**src/sv/ted_ram.sv**
```systemverilog
module ted_ram #(
  parameter int WIDTH = 8,
  parameter int DEPTH = 64
) (
  input  logic                                         clk,
  input  logic                                         we,
  input  logic [((DEPTH > 1) ? $clog2(DEPTH) : 1)-1:0] waddr,
  input  logic [WIDTH-1:0]                             wdata,
  input  logic [((DEPTH > 1) ? $clog2(DEPTH) : 1)-1:0] raddr,
  output logic [WIDTH-1:0]                             rdata
);

  logic [WIDTH-1:0] mem [DEPTH];

  // One write port, one read port with registered data.
  always_ff @(posedge clk) begin
    if (we) begin
      mem[waddr] <= wdata;
    end
    rdata <= mem[raddr];
  end

endmodule

```
**config.mk**
```make
export PLATFORM = sky130hd
export DESIGN_NAME = ted_ram
export DESIGN_NICKNAME = d
export VERILOG_FILES = /design/src/sv/ted_ram.sv
export SDC_FILE = /design/constraint.sdc
export NUM_CORES = 1
export LEC_CHECK = 0
export BUFFER_PORTS_ARGS = -buffer_cell sky130_fd_sc_hd__buf_2
export CORE_MARGIN = 1
export CORE_UTILIZATION = 56
export DETAILED_ROUTE_END_ITERATION = 7
export PLACE_DENSITY = 0.75
export SYNTH_ARGS = -nofsm -noshare
export SYNTH_HDL_FRONTEND = slang
export SYNTH_SLANG_ARGS = --single-unit
```
**constraint.sdc**
```tcl
create_clock -name clk -period 1.9 [get_ports clk]
set_input_delay 0.19 -clock clk [delete_from_list [all_inputs] [get_ports clk]]
set_output_delay 0.19 -clock clk [all_outputs]
set_load 0.01 [all_outputs]
```
After elaboration in Yosys (flattened, before gate mapping)
Memories as Yosys holds them, arrays and structs flattened. A register that Yosys moved wholly into a read port is not among the register bits.
Index checks and enable logic that the tools add are counted.

word-level totals
  bits of input ports = 22
  output and inout bits = 8
  bits in writable memories = 512
  register bits after elaboration = 0
  logic and storage cells = 3
  memories kept = 1

cells by class
  muxes and demuxes = 2

memories
  name  depth  bits a word  read ports  clocked after Yosys merged registers in  wr ports  line  text
  mem   64     8            1           1                                        1         13    logic [WIDTH-1:0] mem [DEPTH];

operators with widths
  kind     number
  $mux W1  2

Depth between registers and ports, before layout
  depth in word-level cells = 2
  depth in mapped cells = 9
  gate-level depth less buffers = 5

Worst setup path before layout
OpenSTA, ideal clock, no wires.

  kind = input to register
  start = input raddr[1] in the netlist's numbering
  end = register rdata[3], read port of mem
  library setup time = 0.128 ns
  path buffers = 3
  arrival time = 1.730 ns
  setup slack = 0.042 ns
  stages on the path = 7
  data required time = 1.772 ns
  cell sequence = buf_4 buf_2 buf_2 mux4_2 mux4_2 o21ai_1 o41ai_1

RTL lines
  what                line  text
  start: declaration  9     input logic [((DEPTH > 1) ? $clog2(DEPTH) : 1)-1:0] raddr,
  end: declaration    10    output logic [WIDTH-1:0] rdata

==> results.sh <==
export IMPL_clkSinkCount=520
export IMPL_powerDensity_nw_per_um2=1020
export IMPL_synth_area_mux_share_pct=15.9
export IMPL_num_io_pins=30
export IMPL_yosysSeqAreaShare_pct=77.0
export IMPL_grt_use_total_pct=25.3
export IMPL_synthAdderAreaFrac_pct=0
export IMPL_worst_setup_path_start_kind="register"
export IMPL_instances_no_fill=1630
export IMPL_core_um2=35500
export IMPL_slowest_stage="mux4_2"
export IMPL_grt_antenna_before_repair=4
export IMPL_synth_seq_cells=520
export IMPL_avgSynthCellArea_um2=21.5
export IMPL_cp_max_fo=1
export IMPL_clkSlewWorstSetupHoldPaths_ns=0.06
export IMPL_grt_max_degree=65
export IMPL_crit_chain="mux4_2 -> mux2_4 -> o221a_4 -> nor3_4 -> o32ai_2"
export IMPL_synth_area_leaders="edfxtp_1 (76%), mux4_2 (14%), nor2_1 (1.5%), mux2i_1 (1.1%), dfxtp_1 (0.79%)"
export IMPL_cts_tree="done"
export IMPL_synth_largest_area_cell="edfxtp_1"
export IMPL_period_minus_slack_ns=1.88
export IMPL_switching_power_uw=4880
export IMPL_finalHoldViolCount=0
export IMPL_clock_latency_ns=0.57
export IMPL_gp_congestion=0.849
export IMPL_grt_setup_unrepaired="true"
export IMPL_finish_utilization_pct=66.7
export IMPL_drive_above_1_share_pct=35.0
export IMPL_initial_utilization_pct=56.8
export IMPL_post_cts_buffers=0
export IMPL_async_flop_share_pct=0
export IMPL_synth_edf_count=512
export IMPL_grt_pass1_vias=10500
export IMPL_outcome="finished clean"
export IMPL_dp_cells=1536
export IMPL_critPathLaunch="mem[21][4]"
export IMPL_setup_viol=0
export IMPL_fin_crit_sh_pct=98.7
export IMPL_post_drt_via_cell_ratio=6.29
export IMPL_area_growth_pct=17.3
export IMPL_met3_usage_pct=5.13
export IMPL_syn_nets=962
export IMPL_die_w_um=192
export IMPL_portBuffers=29
export IMPL_layout_nets=1149
export IMPL_grt_overflow=0
export IMPL_synth_top_cells_by_count="edfxtp_1 (512), mux4_2 (126), nor2_1 (83), mux2i_1 (23), nand2_1 (19)"
export IMPL_criticalPathCategory="register to register"
export IMPL_grt_util_met2_pct=40.2
export IMPL_clockPowerShare_pct=41.5
export IMPL_die_height_um=192
export IMPL_combPwrFrac_pct=5.5
export IMPL_hp_start="raddr[5]"
export IMPL_synth_warnings=0
export IMPL_synthesis_area_um2=20200
export IMPL_synth_top_family_by_area="multiplexers"
export IMPL_rows=69
export IMPL_slew_headroom_pct=19.0
export IMPL_yosys_area_share_simple_pct=3.39
export IMPL_dpl_hpwl_um=28200
export IMPL_power_frac_seq_pct=53.0
export IMPL_top_usage_layer="met2"
export IMPL_fp_dieArea_um2=36800
export IMPL_ctsHtreeMaxLevel=2
export IMPL_maxCapViolations=0
export IMPL_vias=10300
export IMPL_drc=0
export IMPL_postRouteAntennaNets=0
export IMPL_power_leakage_uw=0.00776
export IMPL_yosysMostFrequentCell="edfxtp_1"
export IMPL_r2r_start="mem[21][4]"
export IMPL_clock_skew_final_ns=0.0169
export IMPL_p_sw_share_pct=20.3
export IMPL_ys_dominant_reg_cell="edfxtp_1"
export IMPL_cts_made_buffers=51
export IMPL_routedWlPerCell_um=27.4
export IMPL_postCtsHoldBufs=0
export IMPL_drt_initial_drc_count=1063
export IMPL_crit_required_ns=2.34
export IMPL_grt_met1_usage_pct=34.7
export IMPL_fmaxAchievable_mhz=533
export IMPL_dr_pass1_iters=5
export IMPL_cts_buffer_depth=3
export IMPL_totalWireLength_um=44600
export IMPL_synth_top_area_share_pct=76.2
export IMPL_arrival_ns=2.32
export IMPL_maxSlewViolCount=0
export IMPL_cp_end_kind="register"
export IMPL_peakVddDrop_v=0.000797
export IMPL_p_int_uw=19100
export IMPL_ys_types=40
export IMPL_hp_class="input pin to register"
export IMPL_grt_pass1_wl_um=66300
export IMPL_synth_compound_area_share_pct=2.07
export IMPL_max_stage_delay_ns=0.48
export IMPL_synthCells=940
export IMPL_synthXorXnorAreaFrac_pct=0
export IMPL_cts_root_buf="clkbuf_16"
export IMPL_worst_pin_slew_ns=1.21
## routing by layer
| layer | wire (um) | vias to the layer above |
|---|---|---|
| met3 | 3690 | 111 |
| met5 | 26 | - |
| li1 | - | 4305 |
| met1 | 17400 | 5332 |
| met2 | 21800 | 502 |
| met4 | 1690 | 4 |
## sequential cells by signal, indices dropped and copies added (netlist names)
register  count
mem         512
rdata         8
## through the flow
step	area, um2	hold slack, ns	total power [uW]	setup TNS, ns	setup WS (ns)
floorplan	20200	0.289	13600	0	0.0423
global placement	21900	0.607	14200	-2.50	-0.506
detailed placement	21900	0.618	14300	-2.67	-0.514
CTS	23600	0.0215	24100	-0.0371	-0.0371
global route	23700	0.0545	24700	-0.0257	-0.0257
finish	23700	0.0562	24000	0	0.0248
## worst paths after layout
| kind | to | slack, ns | cells past startpoint |
|---|---|---|---|
| hold reg to reg | rdata[6] | 0.84 | 3 |
| setup / recovery | rdata[4] | 0.02 | 5 |
| hold / removal | rdata[2] | 0.06 | 3 |
| setup reg to reg | rdata[4] | 0.02 | 5 |
## area by class of cell
cell class | instances | area (um2)
flip-flops and latches | 520 | 15500
clock buffers | 59 | 1350
diodes | 2 | 5.00
fillers | 2134 | 11800
well taps | 461 | 577
clock inverters | 34 | 319
multi-input cells | 369 | 4400
repair buffers | 185 | 1480
## timing repair
action                     CTS  global route
gates resized for setup      8             9
setup endpoints to repair    3             5
pin swaps                    2             3
hold endpoints to repair     0             0
## kinds of logic after synthesis
group / count (synthesis)
flip-flops: 520
multiplexers: 162
AND/OR/NAND/NOR: 153
AO/OA/AOI/OAI: 54
buffers and inverters: 51
## power groups by stage
| stage | Clock, uW | Combinational [uW] | Sequential, uW |
|---|---|---|---|
| after floorplan | 0 | 677 | 13000 |
| after global placement | 0 | 1250 | 13000 |
| after detailed placement | 0 | 1280 | 13000 |
| after CTS | 10100 | 1300 | 12700 |
| after global routing | 10500 | 1390 | 12700 |
| final | 9970 | 1310 | 12700 |
## placed cells by master, fill, tap and decap left out, drive strengths merged, types with 4 or more instances in the layout
cell type  synthesis  layout
a211oi             4       4
a221oi             6       6
buf               34     184
bufinv             0       6
clkbuf            17      60
clkinv             0      23
clkinvlp           0       4
dfxtp              8       8
edfxtp           512     512
mux2              13      13
mux2i             23      23
mux4             126     126
nand2             19      19
nand2b             7       7
nand3             13      13
nor2              83      83
nor2b             14      14
nor3               7       7
o21ai              4       4
o221ai             8       8
o22ai              8       8
## critical path, delay by kind of cell, from the launching register on
| family | cells | cell delay [ns] |
|---|---|---|
| compound gates | 2 | 0.38 |
| simple gates | 1 | 0.24 |
| flops | 1 | 0.37 |
| mux | 2 | 0.78 |
(Power assumes the default switching activity.)
