[config.mk]
export PLATFORM = sky130hd
export DESIGN_NAME = ted_engine
export DESIGN_NICKNAME = d
export VERILOG_FILES = /design/src/sv/ted_pkg.sv /design/src/sv/ted_ram.sv /design/src/sv/ted_engine.sv
export SDC_FILE = /design/constraint.sdc
export NUM_CORES = 1
export LEC_CHECK = 0
export BUFFER_PORTS_ARGS = -buffer_cell sky130_fd_sc_hd__buf_2
export CORE_MARGIN = 1.5
export CORE_UTILIZATION = 50
export DETAILED_ROUTE_END_ITERATION = 10
export PLACE_DENSITY = 0.66
export SLEW_MARGIN = 10
export SYNTH_ARGS = -nofsm -noshare
export SYNTH_HDL_FRONTEND = slang
export SYNTH_SLANG_ARGS = --single-unit
[constraint.sdc]
create_clock -name clk -period 14.85 [get_ports clk]
set_input_delay 0.7425 -clock clk [delete_from_list [all_inputs] [get_ports clk]]
set_output_delay 0.7425 -clock clk [all_outputs]
set_load 0.02 [all_outputs]
[src/sv/ted_pkg.sv]
package ted_pkg;

  // Capacity of each token sequence and significant bits of a token.
  localparam int MAX_LEN    = 64;
  localparam int TOKEN_BITS = 32;

  // Width of the token port and of the stored token.
  localparam int TOKEN_PORT_W = 32;
  localparam int TOK_W = (TOKEN_BITS < TOKEN_PORT_W) ? TOKEN_BITS : TOKEN_PORT_W;

  // Lengths and dynamic-programme values run from 0 to MAX_LEN.
  localparam int LEN_W  = $clog2(MAX_LEN + 1);
  localparam int ADDR_W = (MAX_LEN > 1) ? $clog2(MAX_LEN) : 1;

  // The reported distance saturates at the top of its field.
  localparam int DIST_W   = 7;
  localparam int DIST_MAX = (2 ** DIST_W) - 1;

  typedef enum logic [1:0] {
    OP_APPEND_A = 2'd0,
    OP_APPEND_B = 2'd1,
    OP_COMPUTE  = 2'd2
  } ted_op_t;

  // Start request from the front end to the engine.
  typedef struct packed {
    logic             start;
    logic [LEN_W-1:0] n;
    logic [LEN_W-1:0] m;
  } ted_cmd_t;

  // Status of the engine back to the front end.
  typedef struct packed {
    logic             busy;
    logic             done;
    logic [LEN_W-1:0] edit_dist;
  } ted_res_t;

  function automatic logic [DIST_W-1:0] sat_dist(logic [LEN_W-1:0] d);
    logic [DIST_W-1:0] r;
    if (int'(d) > DIST_MAX) begin
      r = DIST_W'(DIST_MAX);
    end else begin
      r = DIST_W'(d);
    end
    return r;
  endfunction

endpackage

[src/sv/ted_ram.sv]
module ted_ram #(
  parameter int WIDTH = 8,
  parameter int DEPTH = 64
) (
  input  logic                                         clk,
  input  logic                                         we,
  input  logic [((DEPTH > 1) ? $clog2(DEPTH) : 1)-1:0] waddr,
  input  logic [WIDTH-1:0]                             wdata,
  input  logic [((DEPTH > 1) ? $clog2(DEPTH) : 1)-1:0] raddr,
  output logic [WIDTH-1:0]                             rdata
);

  logic [WIDTH-1:0] mem [DEPTH];

  // One write port, one read port with registered data.
  always_ff @(posedge clk) begin
    if (we) begin
      mem[waddr] <= wdata;
    end
    rdata <= mem[raddr];
  end

endmodule

[src/sv/ted_engine.sv]
module ted_engine
  import ted_pkg::*;
(
  input  logic              clk,
  input  logic              rst,
  input  ted_cmd_t          cmd,
  output logic [ADDR_W-1:0] a_raddr,
  output logic [ADDR_W-1:0] b_raddr,
  input  logic [TOK_W-1:0]  a_q,
  input  logic [TOK_W-1:0]  b_q,
  output ted_res_t          res
);

  typedef enum logic [2:0] {
    S_IDLE,
    S_INIT,
    S_ROW,
    S_CELL,
    S_DONE
  } state_t;

  state_t           state;
  logic [LEN_W-1:0] n;
  logic [LEN_W-1:0] m;
  logic [LEN_W-1:0] i;
  logic [LEN_W-1:0] j;
  logic [LEN_W-1:0] left;
  logic [LEN_W-1:0] diag;
  logic [LEN_W-1:0] edit_dist;

  logic              row_we;
  logic [ADDR_W-1:0] row_waddr;
  logic [LEN_W-1:0]  row_wdata;
  logic [ADDR_W-1:0] row_raddr;
  logic [LEN_W-1:0]  row_q;

  logic             cost;
  logic [LEN_W:0]   up_sum;
  logic [LEN_W:0]   left_sum;
  logic [LEN_W:0]   diag_sum;
  logic [LEN_W:0]   min_ul;
  logic [LEN_W:0]   min_all;
  logic [LEN_W-1:0] cur;
  logic [LEN_W-1:0] j_prev;

  // Column zero is never stored: row memory entry j-1 holds column j.
  ted_ram #(
    .WIDTH(LEN_W),
    .DEPTH(MAX_LEN)
  ) u_row_ram (
    .clk  (clk),
    .we   (row_we),
    .waddr(row_waddr),
    .wdata(row_wdata),
    .raddr(row_raddr),
    .rdata(row_q)
  );

  // One cell of the recurrence; row_q is the previous row at column j.
  always_comb begin
    cost     = (a_q != b_q);
    up_sum   = {1'b0, row_q} + 1'b1;
    left_sum = {1'b0, left} + 1'b1;
    diag_sum = {1'b0, diag} + {{LEN_W{1'b0}}, cost};
    min_ul   = (up_sum < left_sum) ? up_sum : left_sum;
    min_all  = (min_ul < diag_sum) ? min_ul : diag_sum;
    cur      = min_all[LEN_W-1:0];
    j_prev   = j - 1'b1;
  end

  // Memory addressing: the reads for column j+1 go out while column j is written.
  always_comb begin
    a_raddr   = ADDR_W'(i - 1'b1);
    b_raddr   = (state == S_CELL) ? j[ADDR_W-1:0] : '0;
    row_raddr = b_raddr;
    row_we    = (state == S_INIT) || (state == S_CELL);
    row_waddr = j_prev[ADDR_W-1:0];
    row_wdata = (state == S_INIT) ? j : cur;
  end

  // Sequencer over rows and columns.
  always_ff @(posedge clk) begin
    if (rst) begin
      state <= S_IDLE;
    end else begin
      unique case (state)
        S_IDLE: begin
          if (cmd.start) begin
            n <= cmd.n;
            m <= cmd.m;
            j <= LEN_W'(1);
            if (cmd.n == '0) begin
              edit_dist <= cmd.m;
              state     <= S_DONE;
            end else if (cmd.m == '0) begin
              edit_dist <= cmd.n;
              state     <= S_DONE;
            end else begin
              state <= S_INIT;
            end
          end
        end
        S_INIT: begin
          if (j == m) begin
            i     <= LEN_W'(1);
            state <= S_ROW;
          end else begin
            j <= j + 1'b1;
          end
        end
        S_ROW: begin
          left  <= i;
          diag  <= i - 1'b1;
          j     <= LEN_W'(1);
          state <= S_CELL;
        end
        S_CELL: begin
          left <= cur;
          diag <= row_q;
          if (j == m) begin
            if (i == n) begin
              edit_dist <= cur;
              state     <= S_DONE;
            end else begin
              i     <= i + 1'b1;
              state <= S_ROW;
            end
          end else begin
            j <= j + 1'b1;
          end
        end
        S_DONE: begin
          state <= S_IDLE;
        end
        default: begin
          state <= S_IDLE;
        end
      endcase
    end
  end

  always_comb begin
    res.busy      = (state != S_IDLE);
    res.done      = (state == S_DONE);
    res.edit_dist = edit_dist;
  end

  // A cell never reads the entry that it writes in the same cycle.
  a_row_no_overlap: assert property (@(posedge clk) disable iff (rst)
    (state == S_CELL) |-> (row_raddr != row_waddr))
    else $error("row memory read and write collide");

  // A start is only ever issued to an idle engine.
  a_start_idle: assert property (@(posedge clk) disable iff (rst)
    cmd.start |-> (state == S_IDLE))
    else $error("start issued while engine busy");

  // The distance never exceeds the longer sequence.
  a_dist_bound: assert property (@(posedge clk) disable iff (rst)
    res.done |-> ((res.edit_dist <= n) || (res.edit_dist <= m)))
    else $error("distance exceeds both lengths");

endmodule

=== Word-level counts from Yosys, hierarchy flattened ===
Memory sizes are Yosys's and may differ from the RTL's. A register that Yosys moved wholly into a read port is not among the register bits.
Cells that the tools add are included.

* Bits in registers: 52
* Bits in writable memories: 448
* Output and inout bits: 21
* Logic and storage cells: 77
* Memories kept: 1

* Add/sub/neg operators: 7
* Order comparisons: 2
* Eq/ne operators: 14
* Mux-type cells: 28
* Bitwise gates (word level): 1
* Reduce and logical (&&, ||, !) cells: 16

{| class="wikitable"
|+ Memories
! memory !! depth !! bits a word !! rd ports !! clocked after Yosys merged registers in !! wr ports !! RTL line !! source
|-
| u_row_ram.mem || 64 || 7 || 1 || 1 || 1 || ted_ram.sv:13 || <nowiki>logic [WIDTH-1:0] mem [DEPTH];</nowiki>
|}

{| class="wikitable"
|+ Operators by type and width
! cell !! count
|-
| $mux 7 || 12
|-
| $pmux 7 s2 || 4
|-
| $ne 32x32->1 || 1
|-
| $pmux 7 s3 || 1
|-
| $mux 3 || 6
|-
| $add 7x1->8 const B || 2
|-
| $lt 8x8->1 || 2
|-
| $add 7x1->7 const B || 2
|-
| $eq 7x7->1 || 2
|-
| $logic_not 7->1 || 2
|-
| $pmux 3 s4 || 1
|-
| $add 7x1->8 || 1
|-
| $mux 8 || 1
|-
| $sub 7x1->7 const B || 1
|-
| $eq 3x2->1 const B || 2
|-
| $mux 6 || 1
|-
| $ne 2x1->1 const B || 3
|-
| $ne 2x2->1 const B || 3
|-
| $reduce_and 3->1 || 2
|-
| $reduce_and 6->1 || 1
|-
| $reduce_bool 2->1 || 3
|-
| $reduce_bool 3->1 || 2
|-
| $sub 6x1->6 const B || 1
|-
| $reduce_and 5->1 || 1
|-
| other kinds (10) || 11
|}

=== Logic depth before layout (Yosys ltp) ===
* Word-level depth: 8
* Mapped depth: 19
* Mapped depth without buffers: 19

=== Modules after synthesis ===
Synthesis repeated with hierarchy kept, for this count alone.

* Cells, all modules: 1224
* Area total of the unflattened synthesis: 21505.6 sq um

{| class="wikitable"
|+ By module, submodules not included
! module !! times used !! cells each !! area each (sq um) !! seq. area each (sq um)
|-
| ted_ram || 1 || 827 || 17635.7 || 13593.0
|-
| ted_engine || 1 || 397 || 3870.0 || 1531.5
|}

=== Worst setup path after synthesis ===
No wires, ideal clock.

* Kind: flip-flop to flip-flop
* Start point: reg left[0]
* End point: mem u_row_ram.mem[0][5] (netlist bit) (data pin)
* Arrival: 6.435 ns
* Required time: 14.084 ns
* Setup slack: 7.649 ns
* Stages on the path, launching flop included: 18
* Path buffers: 2
* Clock period less this slack: 7.201 ns
* Cells stage by stage: edfxtp_1 > ha_1 > and3_1 > xnor2_1 > ha_1 > nand2_1 > o311a_1 > a211oi_1 > buf_6 > mux2_2 > ha_1 > a21o_1 > a21oi_1 > nor2b_1 > nor3_1 > buf_2 > nand2_1 > a311oi_1

* Cells in the longest elaborated chain, start to end: 6

{| class="wikitable"
|+ Ends and longest elaborated chain
! element !! RTL line !! source
|-
| start, declared || ted_engine.sv:27 || <nowiki>logic [LEN_W-1:0] left;</nowiki>
|-
| start signal, assigned || ted_engine.sv:112 || <nowiki>left <= i;</nowiki>
|-
| start signal, assigned || ted_engine.sv:118 || <nowiki>left <= cur;</nowiki>
|-
| $add 7x1->8 (*) || ted_engine.sv:63 || <nowiki>left_sum = {1'b0, left} + 1'b1;</nowiki>
|-
| $lt 8x8->1 || ted_engine.sv:65 || <nowiki>min_ul = (up_sum < left_sum) ? up_sum : left_sum;</nowiki>
|-
| $mux 8 (*) || ted_engine.sv:65 ||
|-
| $lt 8x8->1 || ted_engine.sv:66 || <nowiki>min_all = (min_ul < diag_sum) ? min_ul : diag_sum;</nowiki>
|-
| $mux 7 (*) || ted_engine.sv:66 ||
|-
| $mux 7 (*) || ted_engine.sv:78 || <nowiki>row_wdata = (state == S_INIT) ? j : cur;</nowiki>
|-
| net row_wdata[5] || ted_engine.sv:33 || <nowiki>logic [LEN_W-1:0] row_wdata;</nowiki>
|-
| end, declared || ted_ram.sv:13 ||
|}

The timed path passes the listed nets; every way through them passes the cells marked *.

=== Worst setup path in the final report ===
* Start point: reg u_row_ram.rdata[0] (read register of u_row_ram.mem)
* End point: mem u_row_ram.mem[8][1] (netlist bit) (data pin)

* Cells in the longest elaborated chain, start to end: 6

{| class="wikitable"
|+ Ends and longest elaborated chain
! element !! RTL line !! source
|-
| start, declared || ted_ram.sv:10 || <nowiki>output logic [WIDTH-1:0] rdata</nowiki>
|-
| $add 7x1->8 (*) || ted_engine.sv:62 || <nowiki>up_sum = {1'b0, row_q} + 1'b1;</nowiki>
|-
| $lt 8x8->1 || ted_engine.sv:65 ||
|-
| $mux 8 (*) || ted_engine.sv:65 ||
|-
| $lt 8x8->1 || ted_engine.sv:66 ||
|-
| $mux 7 (*) || ted_engine.sv:66 ||
|-
| $mux 7 (*) || ted_engine.sv:78 ||
|-
| net row_wdata[1] || ted_engine.sv:33 ||
|}

Marks and branches as above.

==> metrics.txt <==
status=finished, final reports clean; Min-Delay Path Class=input pin to flop; Setup TNS=0 ns; pwr/cell area=123 nW/µm²; first-pass GRT wire length=73.0 mm; crit end category=flop; Worst EP required=15.20 ns; FF-to-FF setup slack=8.77 ns; initial core utilization=about half; number of buffers created by CTS=52; setup bufs post-CTS=0; initial antenna violation count=0; total core area=42900 µm²; fin cells=around 2.1k; WS Path Type=flop to flop; post-synthesis async set-or-reset flop share=0%; GRT Total Usage=22.0%; Mean Syn Cell Area=15.8 µm²; clock-pin slew on the worst setup and hold paths=0.06 ns; area share of the largest cell type after synthesis=roughly 69%; grt met2 use=36.0%; FF-to-FF End=u_row_ram.mem[8][1]$_DFFE_PP_; Ant. Diodes=0; actual slew at the worst max-slew pin=1.12 ns; H-tree Lvls=2; vias in the first global route=12.1k; gpl congestion=0.883; area of the die=44500 µm²; cts hold-fix bufs=0; Reg2Reg Depth=19; minimum clock period=approximately 6.1 ns; DR pass1 iterations=5; post-DR wirelength/cell=between 20 and 25 µm; drt drc=0; Final nets=about 1.6k; IO buf count=between 100 and 150; Post-Route WL=48.8 mm; Slowest-stage cell, CP=o31ai_4; GR Layer Usage met3=3.66%; Critical path origin=u_row_ram.rdata[0]$_DFF_P_; Synth Warn #=0; clk buf depth=3; Post-Syn Area=21600 µm²; Top-Level Pins=a little over 100; Max Cap Violations=0; LEAKAGE=between 7 and 8 nW; final setup vio count=0; die height=211 µm; Synth Flop Type=edfxtp_1; gr busiest metal=met2; vias=12.3k; HP Start=cmd[0]; CP Cell Sequence=ha_1 > nand3_1 > nor2_1 > xnor2_1 > inv_1 > ha_1 > or2_2 > a2111oi_2 > a211oi_1 > buf_4 > mux2i_1 > ha_1 > o21a_1 > o211ai_1 > a21oi_1 > mux2i_2 > a21oi_1 > o31ai_4 > buf_4; Critical R2R Launch=u_row_ram.rdata[0]$_DFF_P_; Post-Syn Nets=1472; Post-synth top cells=edfxtp_1 (497), o22ai_1 (141), nor2_1 (128); Area Overhead vs Synth=12.9%; Die X=211 µm; CP max stage delay=1.00 ns; crit-path max FO=40; clock network latency to the later pin of the worst-skew pair=0.60 ns; via/cell ratio=5.87; Core Util, Final=57.0%; max_slew headroom=25.1%; crit path launch type=flop; RSZ-0062 raised after global routing=false; largest net degree at the start of global routing=68; row cnt=76; most used cell, CP=ha_1; synth top area cells=edfxtp_1 (69%), mux4_2 (5.8%), mux2i_1 (5.6%), o22ai_1 (4.1%), nor2_1 (2.2%); CTS tree=yes; dominant cell type by area after synthesis=edfxtp_1; post-route clock skew=roughly 0.033 ns; post-detail-place hpwl=around 30 mm; root buffer cell=clkbuf_16; Hold WS=0.383 ns; GR Util met1=30.5%; # resized after CTS=0; fin crit share=between 40% and 50%; grt total ovfl=0; Cells after DPL=1997; sequential share of the synthesized area=roughly 70%; FF+latch count, synth=a little over 500; f_max=165 MHz; post-synthesis cell count=1370; antenna viol nets, final=0; Arr. time, crit path=6.43 ns; most frequent cell after synthesis=edfxtp_1; Detailed Route Iter0 Violations=~1.3k; layout cells sized above 1=roughly 18%; Peak supply drop=about 0.095 mV; clock sinks=507; final number of hold-violating endpoints=0; Cell variety after synth=52; Setup crit end=u_row_ram.mem[8][1]$_DFFE_PP_; Tot Pwr=3.00 mW; Final Max Slew Viols=0; EDFF count, synth=497
-- cell type report --
class                   instances  area [µm²]
fillers                      3324       18500
flip-flops and latches        507       15100
multi-input cells             771        6210
clock buffers                  66        1380
well taps                     585         732
repair buffers                118         633
clock inverters                29         297
inverters                      16        61.3
-- metrics by stage --
step,worst slack [ns],instance area [µm²]
floorplan,7.65,21600
global placement,8.74,22800
detailed placement,8.59,22800
CTS,8.52,24400
global route,8.37,24400
finish,8.77,24400
-- cell usage in the layout, fill, tap and decap left out, drive strengths merged, types with 12 or more instances in the layout --
| master | netlist | layout |
|---|---|---|
| inv | 14 | 15 |
| nand3 | 26 | 26 |
| edfxtp | 497 | 497 |
| xor2 | 23 | 23 |
| mux2i | 122 | 122 |
| a21oi | 15 | 15 |
| clkbuf | 35 | 66 |
| nand2 | 51 | 51 |
| ha | 21 | 21 |
| o22ai | 141 | 141 |
| clkinv | 2 | 23 |
| mux4 | 56 | 56 |
| nand4 | 13 | 13 |
| o21ai | 12 | 12 |
| xnor2 | 52 | 52 |
| nor3 | 13 | 13 |
| buf | 41 | 118 |
| nor2 | 128 | 128 |
-- how the worst min path moves through the flow --
stage | endpoint | slack (ns) | cells after the start
3_5_place_dp | state[1]$_SDFFE_PP0P_ | 0.55 | 1
4_1_cts | n[3]$_DFFE_PP_ | 0.36 | 1
3_3_place_gp | state[1]$_SDFFE_PP0P_ | 0.55 | 1
5_1_grt | n[3]$_DFFE_PP_ | 0.36 | 1
6_report | m[0]$_DFFE_PP_ | 0.38 | 1
2_1_floorplan | state[1]$_SDFFE_PP0P_ | 0.48 | 1
-- worst max-delay path, delay by kind of cell, from the launching register on --
kind                     cells  cell delay (ns)
AND/OR/NAND/NOR              3             0.59
multiplexers                 2             0.88
AO/OA/AOI/OAI                7             2.17
flip-flops                   1             0.48
buffers and inverters        3             0.77
XOR/XNOR                     1             0.16
adder cells (fa/ha/maj)      3             0.76
-- sequential cells by signal, indices dropped and copies added (netlist names) --
signal           flops
u_row_ram.mem      448
diag                 7
edit_dist            7
i                    7
j                    7
left                 7
m                    7
n                    7
u_row_ram.rdata      7
state                3
-- power breakdown --
part,internal [mW],switching (mW)
Clock,0.743,0.530
Sequential,1.60,0.00784
Combinational,0.0341,0.0842
-- layer usage --
metal / wire (µm) / vias to the layer above
met5: 0 / -
met4: 1170 / 0
met3: 3200 / 84
met2: 23800 / 460
met1: 20700 / 6124
li1: - / 5610
-- cells by family (layout without fill, tap and decap cells) --
| kind of cell | Yosys count | in the layout | synth area share (%) |
|---|---|---|---|
| flops | 507 | 507 | 69.9 |
| simple gates | 277 | 277 | 5.79 |
| compound gates | 216 | 216 | 6.39 |
| mux | 182 | 182 | 11.7 |
| buf+inv | 92 | 229 | 1.99 |
| xor+xnor | 75 | 75 | 3.04 |
| fa+ha+maj | 21 | 21 | 1.21 |
Note: power is estimated with default switching activity, not from simulation.
